--- src/rtl/png_cv_pkg.sv ---
// Shared types, constants and functions for the PNG chunk validator.
// No dependencies; imported by every module of the block.
`default_nettype none

package png_cv_pkg;

  typedef enum logic [2:0] {
    ST_OK          = 3'd0,
    ST_INVALID     = 3'd1,
    ST_CRC         = 3'd2,
    ST_BUDGET      = 3'd3,
    ST_UNSUPPORTED = 3'd4
  } status_e;

  typedef enum logic [3:0] {
    PH_LENGTH = 4'b0001,
    PH_TYPE   = 4'b0010,
    PH_DATA   = 4'b0100,
    PH_CRC    = 4'b1000
  } phase_e;

  typedef struct packed {
    status_e     status;
    logic [31:0] image_width;
    logic [31:0] image_height;
  } res_t;

  localparam int unsigned SeenIhdr = 0;
  localparam int unsigned SeenIdat = 1;
  localparam int unsigned SeenIend = 2;

  localparam logic [31:0] TypeIhdr = 32'h4948_4452;
  localparam logic [31:0] TypeIdat = 32'h4944_4154;
  localparam logic [31:0] TypeIend = 32'h4945_4E44;
  localparam logic [31:0] CrcPoly  = 32'hEDB8_8320;
  localparam logic [31:0] CrcInit  = 32'hFFFF_FFFF;
  localparam logic [31:0] IhdrLen  = 32'd13;

  localparam logic [1:0]  CfgMaxDim = 2'd0;
  localparam logic [1:0]  CfgMaxPix = 2'd1;
  localparam logic [31:0] MaxDimReset = 32'd16384;
  localparam logic [62:0] MaxPixReset = 63'd67108864;

  function automatic logic [7:0] sig_byte(input logic [2:0] idx);
    logic [7:0] r;
    case (idx)
      3'd0:    r = 8'd137;
      3'd1:    r = 8'd80;
      3'd2:    r = 8'd78;
      3'd3:    r = 8'd71;
      3'd4:    r = 8'd13;
      3'd5:    r = 8'd10;
      3'd6:    r = 8'd26;
      3'd7:    r = 8'd10;
      default: r = 8'd0;
    endcase
    return r;
  endfunction

  function automatic logic [31:0] crc_byte(input logic [31:0] c, input logic [7:0] b);
    logic [31:0] r;
    r = c ^ {24'd0, b};
    for (int k = 0; k < 8; k++) begin
      r = (r >> 1) ^ (r[0] ? CrcPoly : 32'd0);
    end
    return r;
  endfunction

endpackage

`default_nettype wire

--- src/rtl/png_cv_budget.sv ---
// Pixel budget check: registered width*height product, then registered compare.
// Depends on png_cv_pkg.
`default_nettype none

module png_cv_budget
  import png_cv_pkg::*;
(
  input  wire logic        clk_i,
  input  wire logic        rst_ni,
  input  wire logic [31:0] hdr_w_i,
  input  wire logic [31:0] hdr_h_i,
  input  wire logic [62:0] max_pix_i,
  output logic             over_o
);

  logic [63:0] pixels_q;
  logic        over_q;

  always_ff @(posedge clk_i or negedge rst_ni) begin
    if (!rst_ni) begin
      pixels_q <= 64'd0;
      over_q   <= 1'b0;
    end else begin
      pixels_q <= hdr_w_i * hdr_h_i;
      over_q   <= pixels_q > {1'b0, max_pix_i};
    end
  end

  assign over_o = over_q;

endmodule

`default_nettype wire

--- src/rtl/png_cv_parser.sv ---
// Signature check, chunk framing, CRC-32 and header checks, one byte a step.
// Depends on png_cv_pkg; takes the budget flag from png_cv_budget.
`default_nettype none

module png_cv_parser
  import png_cv_pkg::*;
(
  input  wire logic        clk_i,
  input  wire logic        rst_ni,
  input  wire logic        step_i,
  input  wire logic [7:0]  byte_i,
  input  wire logic        last_i,
  input  wire logic [31:0] max_dim_i,
  input  wire logic        over_i,
  output logic [31:0]      hdr_w_o,
  output logic [31:0]      hdr_h_o,
  output res_t             res_o
);

  logic [3:0]  sig_cnt_q, sig_cnt_d;
  phase_e      phase_q, phase_d;
  logic [1:0]  fcnt_q, fcnt_d;
  logic [31:0] len_q, len_d;
  logic [31:0] rem_q, rem_d;
  logic [31:0] type_q, type_d;
  logic [31:0] crc_q, crc_d;
  logic [31:0] scrc_q, scrc_d;
  logic [31:0] hw_q, hw_d;
  logic [31:0] hh_q, hh_d;
  logic [23:0] meth_q, meth_d;
  logic [2:0]  seen_q, seen_d;
  status_e     err_q, err_d;
  logic [31:0] idx;
  status_e     chk;
  status_e     fin;

  always_comb begin
    sig_cnt_d = sig_cnt_q;
    phase_d   = phase_q;
    fcnt_d    = fcnt_q;
    len_d     = len_q;
    rem_d     = rem_q;
    type_d    = type_q;
    crc_d     = crc_q;
    scrc_d    = scrc_q;
    hw_d      = hw_q;
    hh_d      = hh_q;
    meth_d    = meth_q;
    seen_d    = seen_q;
    err_d     = err_q;
    idx       = len_q - rem_q;
    chk       = ST_OK;
    if (err_q == ST_OK) begin
      if (!sig_cnt_q[3]) begin
        if (byte_i != sig_byte(sig_cnt_q[2:0])) begin
          err_d = ST_INVALID;
        end else begin
          sig_cnt_d = sig_cnt_q + 4'd1;
        end
      end else if (seen_q[SeenIend]) begin
        err_d = ST_INVALID;
      end else begin
        case (phase_q)
          PH_LENGTH: begin
            len_d  = {len_q[23:0], byte_i};
            fcnt_d = fcnt_q + 2'd1;
            if (fcnt_q == 2'd3) begin
              phase_d = PH_TYPE;
              crc_d   = CrcInit;
            end
          end
          PH_TYPE: begin
            type_d = {type_q[23:0], byte_i};
            crc_d  = crc_byte(crc_q, byte_i);
            fcnt_d = fcnt_q + 2'd1;
            if (fcnt_q == 2'd3) begin
              if (len_q == 32'd0) begin
                phase_d = PH_CRC;
              end else begin
                phase_d = PH_DATA;
                rem_d   = len_q;
              end
            end
          end
          PH_DATA: begin
            if (!seen_q[SeenIhdr]) begin
              if (idx < 32'd4) begin
                hw_d = {hw_q[23:0], byte_i};
              end else if (idx < 32'd8) begin
                hh_d = {hh_q[23:0], byte_i};
              end else if (idx >= 32'd10 && idx < 32'd13) begin
                meth_d = {meth_q[15:0], byte_i};
              end
            end
            crc_d = crc_byte(crc_q, byte_i);
            rem_d = rem_q - 32'd1;
            if (rem_q == 32'd1) begin
              phase_d = PH_CRC;
            end
          end
          PH_CRC: begin
            scrc_d = {scrc_q[23:0], byte_i};
            fcnt_d = fcnt_q + 2'd1;
            if (fcnt_q == 2'd3) begin
              phase_d = PH_LENGTH;
              if (~crc_q != scrc_d) begin
                chk = ST_CRC;
              end else if (!seen_q[SeenIhdr]) begin
                if (type_q != TypeIhdr || len_q != IhdrLen) begin
                  chk = ST_INVALID;
                end else if (hw_q == 32'd0 || hh_q == 32'd0 ||
                             hw_q > max_dim_i || hh_q > max_dim_i) begin
                  chk = ST_INVALID;
                end else if (over_i) begin
                  chk = ST_BUDGET;
                end else if (meth_q[23:16] != 8'd0 || meth_q[15:8] != 8'd0 ||
                             meth_q[7:0] > 8'd1) begin
                  chk = ST_UNSUPPORTED;
                end else begin
                  seen_d[SeenIhdr] = 1'b1;
                end
              end else if (type_q == TypeIhdr) begin
                chk = ST_INVALID;
              end
              if (chk == ST_OK) begin
                if (type_q == TypeIdat) begin
                  seen_d[SeenIdat] = 1'b1;
                end
                if (type_q == TypeIend) begin
                  if (len_q != 32'd0 || !seen_q[SeenIdat]) begin
                    chk = ST_INVALID;
                  end else begin
                    seen_d[SeenIend] = 1'b1;
                  end
                end
              end
              err_d = chk;
            end
          end
          default: begin
            phase_d = PH_LENGTH;
          end
        endcase
      end
    end
  end

  always_comb begin
    fin = err_d;
    if (err_d == ST_OK && !seen_d[SeenIend]) begin
      fin = ST_INVALID;
    end
    res_o.status       = fin;
    res_o.image_width  = (fin == ST_OK) ? hw_d : 32'd0;
    res_o.image_height = (fin == ST_OK) ? hh_d : 32'd0;
  end

  always_ff @(posedge clk_i or negedge rst_ni) begin
    if (!rst_ni) begin
      sig_cnt_q <= 4'd0;
      phase_q   <= PH_LENGTH;
      fcnt_q    <= 2'd0;
      len_q     <= 32'd0;
      rem_q     <= 32'd0;
      type_q    <= 32'd0;
      crc_q     <= CrcInit;
      scrc_q    <= 32'd0;
      hw_q      <= 32'd0;
      hh_q      <= 32'd0;
      meth_q    <= 24'd0;
      seen_q    <= 3'd0;
      err_q     <= ST_OK;
    end else if (step_i) begin
      if (last_i) begin
        sig_cnt_q <= 4'd0;
        phase_q   <= PH_LENGTH;
        fcnt_q    <= 2'd0;
        len_q     <= 32'd0;
        rem_q     <= 32'd0;
        type_q    <= 32'd0;
        crc_q     <= CrcInit;
        scrc_q    <= 32'd0;
        hw_q      <= 32'd0;
        hh_q      <= 32'd0;
        meth_q    <= 24'd0;
        seen_q    <= 3'd0;
        err_q     <= ST_OK;
      end else begin
        sig_cnt_q <= sig_cnt_d;
        phase_q   <= phase_d;
        fcnt_q    <= fcnt_d;
        len_q     <= len_d;
        rem_q     <= rem_d;
        type_q    <= type_d;
        crc_q     <= crc_d;
        scrc_q    <= scrc_d;
        hw_q      <= hw_d;
        hh_q      <= hh_d;
        meth_q    <= meth_d;
        seen_q    <= seen_d;
        err_q     <= err_d;
      end
    end
  end

  assign hdr_w_o = hw_q;
  assign hdr_h_o = hh_q;

endmodule

`default_nettype wire

--- src/rtl/png_chunk_validator_core.sv ---
// Top level of the PNG chunk validator: input register, parser, budget check, result register.
// Depends on png_cv_pkg, png_cv_parser and png_cv_budget.
`default_nettype none

// Takes a PNG file one byte per transaction on the slave stream, tlast on the final byte,
// and gives one result transaction per file from the result register. A byte is taken
// every cycle: the input register feeds a combinational parser step (unrolled CRC-32 byte
// update and chunk checks), and a result register parts the output side. Input stalls only
// when a result is still held and the next byte is again a final byte. The pixel product
// is formed in a registered multiplier during the IHDR bytes that follow the height field.
// Write configuration only between files.
module png_chunk_validator_core
  import png_cv_pkg::*;
(
  input  wire logic        clk_i,
  input  wire logic        rst_ni,
  input  wire logic        s_axis_tvalid,
  output logic             s_axis_tready,
  input  wire logic [7:0]  s_axis_tdata,   // data_byte [7:0]
  input  wire logic        s_axis_tlast,
  output logic             m_axis_tvalid,
  input  wire logic        m_axis_tready,
  output logic [71:0]      m_axis_tdata,   // status [2:0], image_width [34:3],
                                           // image_height [66:35], zero [71:67]
  input  wire logic        cfg_valid_i,
  output logic             cfg_ready_o,
  input  wire logic [1:0]  cfg_addr_i,
  input  wire logic [62:0] cfg_data_i
);

  logic        in_valid_q;
  logic [7:0]  in_byte_q;
  logic        in_last_q;
  logic        out_valid_q;
  res_t        out_res_q;
  logic [31:0] max_dim_q;
  logic [62:0] max_pix_q;
  logic        advance;
  logic        s_accept;
  logic [31:0] hdr_w;
  logic [31:0] hdr_h;
  logic        over;
  res_t        res;

  assign advance       = in_valid_q && (!in_last_q || !out_valid_q || m_axis_tready);
  assign s_axis_tready = !in_valid_q || advance;
  assign s_accept      = s_axis_tvalid && s_axis_tready;
  assign cfg_ready_o   = 1'b1;

  always_ff @(posedge clk_i or negedge rst_ni) begin
    if (!rst_ni) begin
      in_valid_q <= 1'b0;
    end else if (s_accept) begin
      in_valid_q <= 1'b1;
    end else if (advance) begin
      in_valid_q <= 1'b0;
    end
  end

  always_ff @(posedge clk_i) begin
    if (s_accept) begin
      in_byte_q <= s_axis_tdata;
      in_last_q <= s_axis_tlast;
    end
  end

  always_ff @(posedge clk_i or negedge rst_ni) begin
    if (!rst_ni) begin
      max_dim_q <= MaxDimReset;
      max_pix_q <= MaxPixReset;
    end else if (cfg_valid_i) begin
      if (cfg_addr_i == CfgMaxDim) begin
        max_dim_q <= cfg_data_i[31:0];
      end else if (cfg_addr_i == CfgMaxPix) begin
        max_pix_q <= cfg_data_i;
      end
    end
  end

  png_cv_parser u_parser (
    .clk_i     (clk_i),
    .rst_ni    (rst_ni),
    .step_i    (advance),
    .byte_i    (in_byte_q),
    .last_i    (in_last_q),
    .max_dim_i (max_dim_q),
    .over_i    (over),
    .hdr_w_o   (hdr_w),
    .hdr_h_o   (hdr_h),
    .res_o     (res)
  );

  png_cv_budget u_budget (
    .clk_i     (clk_i),
    .rst_ni    (rst_ni),
    .hdr_w_i   (hdr_w),
    .hdr_h_i   (hdr_h),
    .max_pix_i (max_pix_q),
    .over_o    (over)
  );

  always_ff @(posedge clk_i or negedge rst_ni) begin
    if (!rst_ni) begin
      out_valid_q <= 1'b0;
    end else if (advance && in_last_q) begin
      out_valid_q <= 1'b1;
    end else if (m_axis_tready) begin
      out_valid_q <= 1'b0;
    end
  end

  always_ff @(posedge clk_i) begin
    if (advance && in_last_q) begin
      out_res_q <= res;
    end
  end

  assign m_axis_tvalid = out_valid_q;
  assign m_axis_tdata  = {5'd0, out_res_q.image_height, out_res_q.image_width,
                          out_res_q.status};

`ifndef ASSERT_OFF
  a_zero_dims_on_error: assert property (@(posedge clk_i) disable iff (!rst_ni)
    m_axis_tvalid && out_res_q.status != ST_OK |->
      out_res_q.image_width == 32'd0 && out_res_q.image_height == 32'd0)
    else $error("nonzero dimensions with error status");
  a_status_range: assert property (@(posedge clk_i) disable iff (!rst_ni)
    m_axis_tvalid |-> out_res_q.status <= ST_UNSUPPORTED)
    else $error("status code out of range");
  a_stall_only_full: assert property (@(posedge clk_i) disable iff (!rst_ni)
    !s_axis_tready |-> in_valid_q && in_last_q && out_valid_q && !m_axis_tready)
    else $error("input stalled without a held result");
  a_result_follows_last: assert property (@(posedge clk_i) disable iff (!rst_ni)
    advance && in_last_q |=> out_valid_q)
    else $error("final byte gave no result");
`endif

endmodule

`default_nettype wire

--- config.mk ---
export PLATFORM = sky130hd
export DESIGN_NAME = png_chunk_validator_core
export DESIGN_NICKNAME = d
export VERILOG_FILES = /design/src/rtl/png_cv_pkg.sv /design/src/rtl/png_cv_budget.sv /design/src/rtl/png_cv_parser.sv /design/src/rtl/png_chunk_validator_core.sv
export SDC_FILE = /design/constraint.sdc
export NUM_CORES = 2
export LEC_CHECK = 0
export ABC_AREA = 1
export BUFFER_PORTS_ARGS = -buffer_cell sky130_fd_sc_hd__buf_4
export CORE_MARGIN = 1.5
export CORE_UTILIZATION = 50
export DETAILED_ROUTE_END_ITERATION = 12
export GPL_TIMING_DRIVEN = 0
export PLACE_DENSITY = 0.7
export RECOVER_POWER = 100
export SYNTH_ARGS = -nofsm -noshare
export SYNTH_HDL_FRONTEND = slang
export SYNTH_SLANG_ARGS = --single-unit
--- constraint.sdc ---
create_clock -name clk_i -period 9.9 [get_ports clk_i]
set_input_delay 0.495 -clock clk_i [delete_from_list [all_inputs] [get_ports clk_i]]
set_output_delay 0.495 -clock clk_i [all_outputs]
set_load 0.05 [all_outputs]
==> impl_metrics.env <==
export IMPL_synth_edf_count=76
export IMPL_clk_path_buf_depth=3
export IMPL_start_util_pct=50.3
export IMPL_synth_area_leader_cell="fa_1"
export IMPL_status="finished with violations"
export IMPL_grt_overflow=0
export IMPL_worstMarginPinSlew_ps=4900
export IMPL_cts_sink_count=494
export IMPL_dp_final_hpwl_um=191000
export IMPL_dieArea_um2=126000
export IMPL_drive_gt1_share_pct=3.74
export IMPL_grt_setup_unrepaired="false"
export IMPL_period_minus_slack_ps=10450
export IMPL_holdCritPathClass="primary input to flop"
export IMPL_crit_required_ps=10390
export IMPL_synth_xor_area_share_pct=3.00
export IMPL_synth_compound_area_share_pct=6.39
export IMPL_grtUsageTotal_pct=37.1
export IMPL_holdPathStages=1
export IMPL_dieHeight_um=355
export IMPL_netlist_area_um2=62000
export IMPL_fillers=11800
export IMPL_multi_input_area_um2=40200
export IMPL_synthAdderAreaFrac_pct=37.6
export IMPL_grt_pass1_vias=52900
export IMPL_leakagePower_nw=38.4
export IMPL_wl_per_cell_um=24.0
export IMPL_max_freq_ghz=0.0957
export IMPL_gp_congestion=1.10
export IMPL_ys_warnings_count=0
export IMPL_drtPass1Iterations=7
export IMPL_vias=53500
export IMPL_seq_area_frac_synth_pct=20.6
export IMPL_syn_mean_instance_area_um2=7.98
export IMPL_clk_latency_ps=630
export IMPL_ir_drop_mv=0.182
export IMPL_synthArstFlopShare_pct=84.6
export IMPL_cp_end_kind="flop"
export IMPL_yosysTopAreaCellShare_pct=29.0
export IMPL_area_delta_synth_final_pct=7.22
export IMPL_synthSimpleGateAreaFrac_pct=17.6
export IMPL_drv_cap=8
export IMPL_synth_top_cells_by_count="2009 x inv_1, 1921 x nand2_1, 897 x fa_1, 431 x ha_1, 383 x dfrtp_1"
export IMPL_synthMuxAreaShare_pct=0.109
export IMPL_crit_path_start_kind="flop"
export IMPL_skew_ps=35.8
export IMPL_crit_type="flop to flop"
export IMPL_critical_path_arrival_ps=10930
export IMPL_antenna_found_initial=12
export IMPL_ant_nets=0
export IMPL_route_detailed_drc=0
export IMPL_worstPathMaxFanout=10
export IMPL_violations="max-capacitance violations, max-slew violations, negative setup slack"
export IMPL_clock_root_buffer="clkbuf_16"
export IMPL_synth_top_family_by_area="adder cells"
export IMPL_routed_wl_um=232000
export IMPL_grt_pass1_wl_um=342000
export IMPL_viasPerCell=5.54
export IMPL_cts_tree="done"
export IMPL_die_w_um=355
export IMPL_min_period_over_period_pct=106
export IMPL_ios=154
export IMPL_place_inst=9567
export IMPL_final_core_util_pct=53.9
export IMPL_grt_max_degree=126
export IMPL_synth_top_flop_cell="dfrtp_1"
export IMPL_finalHoldViolCount=0
export IMPL_relSlewSlack_pct=-226
export IMPL_row_count=129
export IMPL_synth_seq_cells=494
export IMPL_cts_made_buffers=47
export IMPL_regArea_um2=12800
export IMPL_stdcell_count=9665
export IMPL_synthCells=7773
export IMPL_ctsHtreeMaxLevel=2
export IMPL_fin_ws_ps=-547
export IMPL_drv_slew=417
export IMPL_port_buffers=147
export IMPL_synth_cell_type_count=71
export IMPL_cts_clk_slew_worst_paths_ps=70
export IMPL_reg2reg_depth=22
export IMPL_setup_tns_ps=-2580
export IMPL_drt_iter0_drc=6405
export IMPL_yosysMostFrequentCell="inv_1"
export IMPL_core_area_um2=123000
export IMPL_nets=9391
export IMPL_finalSetupViolCount=10
export IMPL_power_density_nw_per_um2=106
export IMPL_synth_area_leaders="fa_1 29%, dfrtp_1 15%, inv_1 12%"
-- critical path: stages, from the launching register on --
cell	delay, ps
dfrtp_1	320
clkbuf_1	820
clkbuf_1	910
nand2_1	170
fa_1	510
fa_1	570
inv_1	70
fa_1	500
fa_1	430
fa_1	530
fa_1	440
fa_1	510
fa_1	420
ha_1	650
a21oi_1	310
inv_1	190
a31oi_1	910
o221ai_1	290
a21oi_1	960
inv_1	240
nand4_1	140
nand3_1	90
xor2_1	320
-- path summary, 6_finish.rpt --
path / startpoint / end / slack (ps)
min in group asynchronous: rst_ni / u_parser.rem_q[7] / 2220
min: s_axis_tdata[4] / in_byte_q[4] / 90
max: u_parser.hdr_w_o[0] / u_budget.pixels_q[48] / -550
min reg2reg: u_parser.meth_q[10] / u_parser.meth_q[10] / 480
max in group asynchronous: rst_ni / max_pix_q[58] / 1860
max reg2reg: u_parser.hdr_w_o[0] / u_budget.pixels_q[48] / -550
-- layout by cell type, fill, tap and decap left out, types with 16 or more instances in the layout --
cell | synthesis | final
inv_1 | 2009 | 2008
nand2_1 | 1921 | 1922
fa_1 | 897 | 897
ha_1 | 431 | 431
dfrtp_1 | 383 | 383
clkbuf_1 | 294 | 381
nor2_1 | 327 | 328
a21oi_1 | 262 | 259
o21ai_0 | 198 | 228
nand4_1 | 134 | 135
xor2_1 | 134 | 134
nand3_1 | 90 | 94
buf_4 | 7 | 76
edfxtp_1 | 76 | 76
o22ai_1 | 71 | 71
xnor2_1 | 63 | 63
nor2b_1 | 50 | 50
buf_2 | 59 | 48
clkbuf_16 | 0 | 48
nor3_1 | 45 | 45
dfstp_2 | 35 | 35
a31oi_1 | 33 | 31
nor4_1 | 34 | 31
clkbuf_2 | 0 | 16
a22oi_1 | 16 | 16
-- sequential cells by signal, indices dropped and copies added, names as in the netlist, 2 cells and up --
signal,count
u_parser.seen_q,3
u_parser.crc_q,32
u_parser.fcnt_q,2
u_parser.meth_q,24
u_parser.sig_cnt_q,4
max_dim_q,32
max_pix_q,63
u_budget.pixels_q,64
u_parser.len_q,32
in_byte_q,8
u_parser.scrc_q,24
u_parser.phase_q,4
u_parser.type_q,32
m_axis_tdata,67
u_parser.rem_q,32
u_parser.hdr_w_o,32
u_parser.err_q,3
u_parser.hdr_h_o,32
-- per-stage QoR --
| stage | hold slack (ps) | worst slack [ps] | power (mW) | cell area [µm²] |
|---|---|---|---|---|
| final | 85.6 | -547 | 7.05 | 66500 |
| after global routing | 64.9 | 12.3 | 7.48 | 66500 |
| after CTS | 39.6 | 321 | 7.03 | 66900 |
| after detailed placement | 459 | -388 | 5.17 | 65300 |
| after global placement | 456 | -745 | 5.12 | 65200 |
| after floorplan | 199 | 3080 | 4.42 | 62000 |
-- logic make-up after synthesis --
family / count (synthesis)
compound gates: 700
other cells: 2
flops: 494
simple gates: 2655
xor+xnor: 204
mux: 6
fa+ha+maj: 1328
buf+inv: 2384
-- repair_timing --
item | CTS | global route
setup endpoints to repair | 8 | 16
hold buffers | 1 | 0
setup buffers | 3 | 0
gates resized for setup | 14 | 8
pin swaps | 2 | 0
cloned | 0 | 0
hold endpoints to repair | 87 | 0
-- final cells by class --
class	count	area share [%]
timing repair buffer	158	1.38
buffer	367	2.22
multi-input combinational	4899	60.4
clock buffer	62	1.92
inverter	2017	11.4
tap	1637	3.08
antenna	6	0.0226
clock inverter	25	0.384
sequential	494	19.2
-- layer usage --
metal,part of all wire (%),GRT usage (%)
met1,39,50.4
met5,0.28,1.28
met4,5.8,17.5
met3,13,11.8
met2,42,53.6
-- power breakdown --
part / internal [mW] / switching, mW
Clock: 1.02 / 0.847
Sequential: 2.32 / 0.227
Combinational: 0.839 / 1.80
Power figures use the tool's default switching activity.
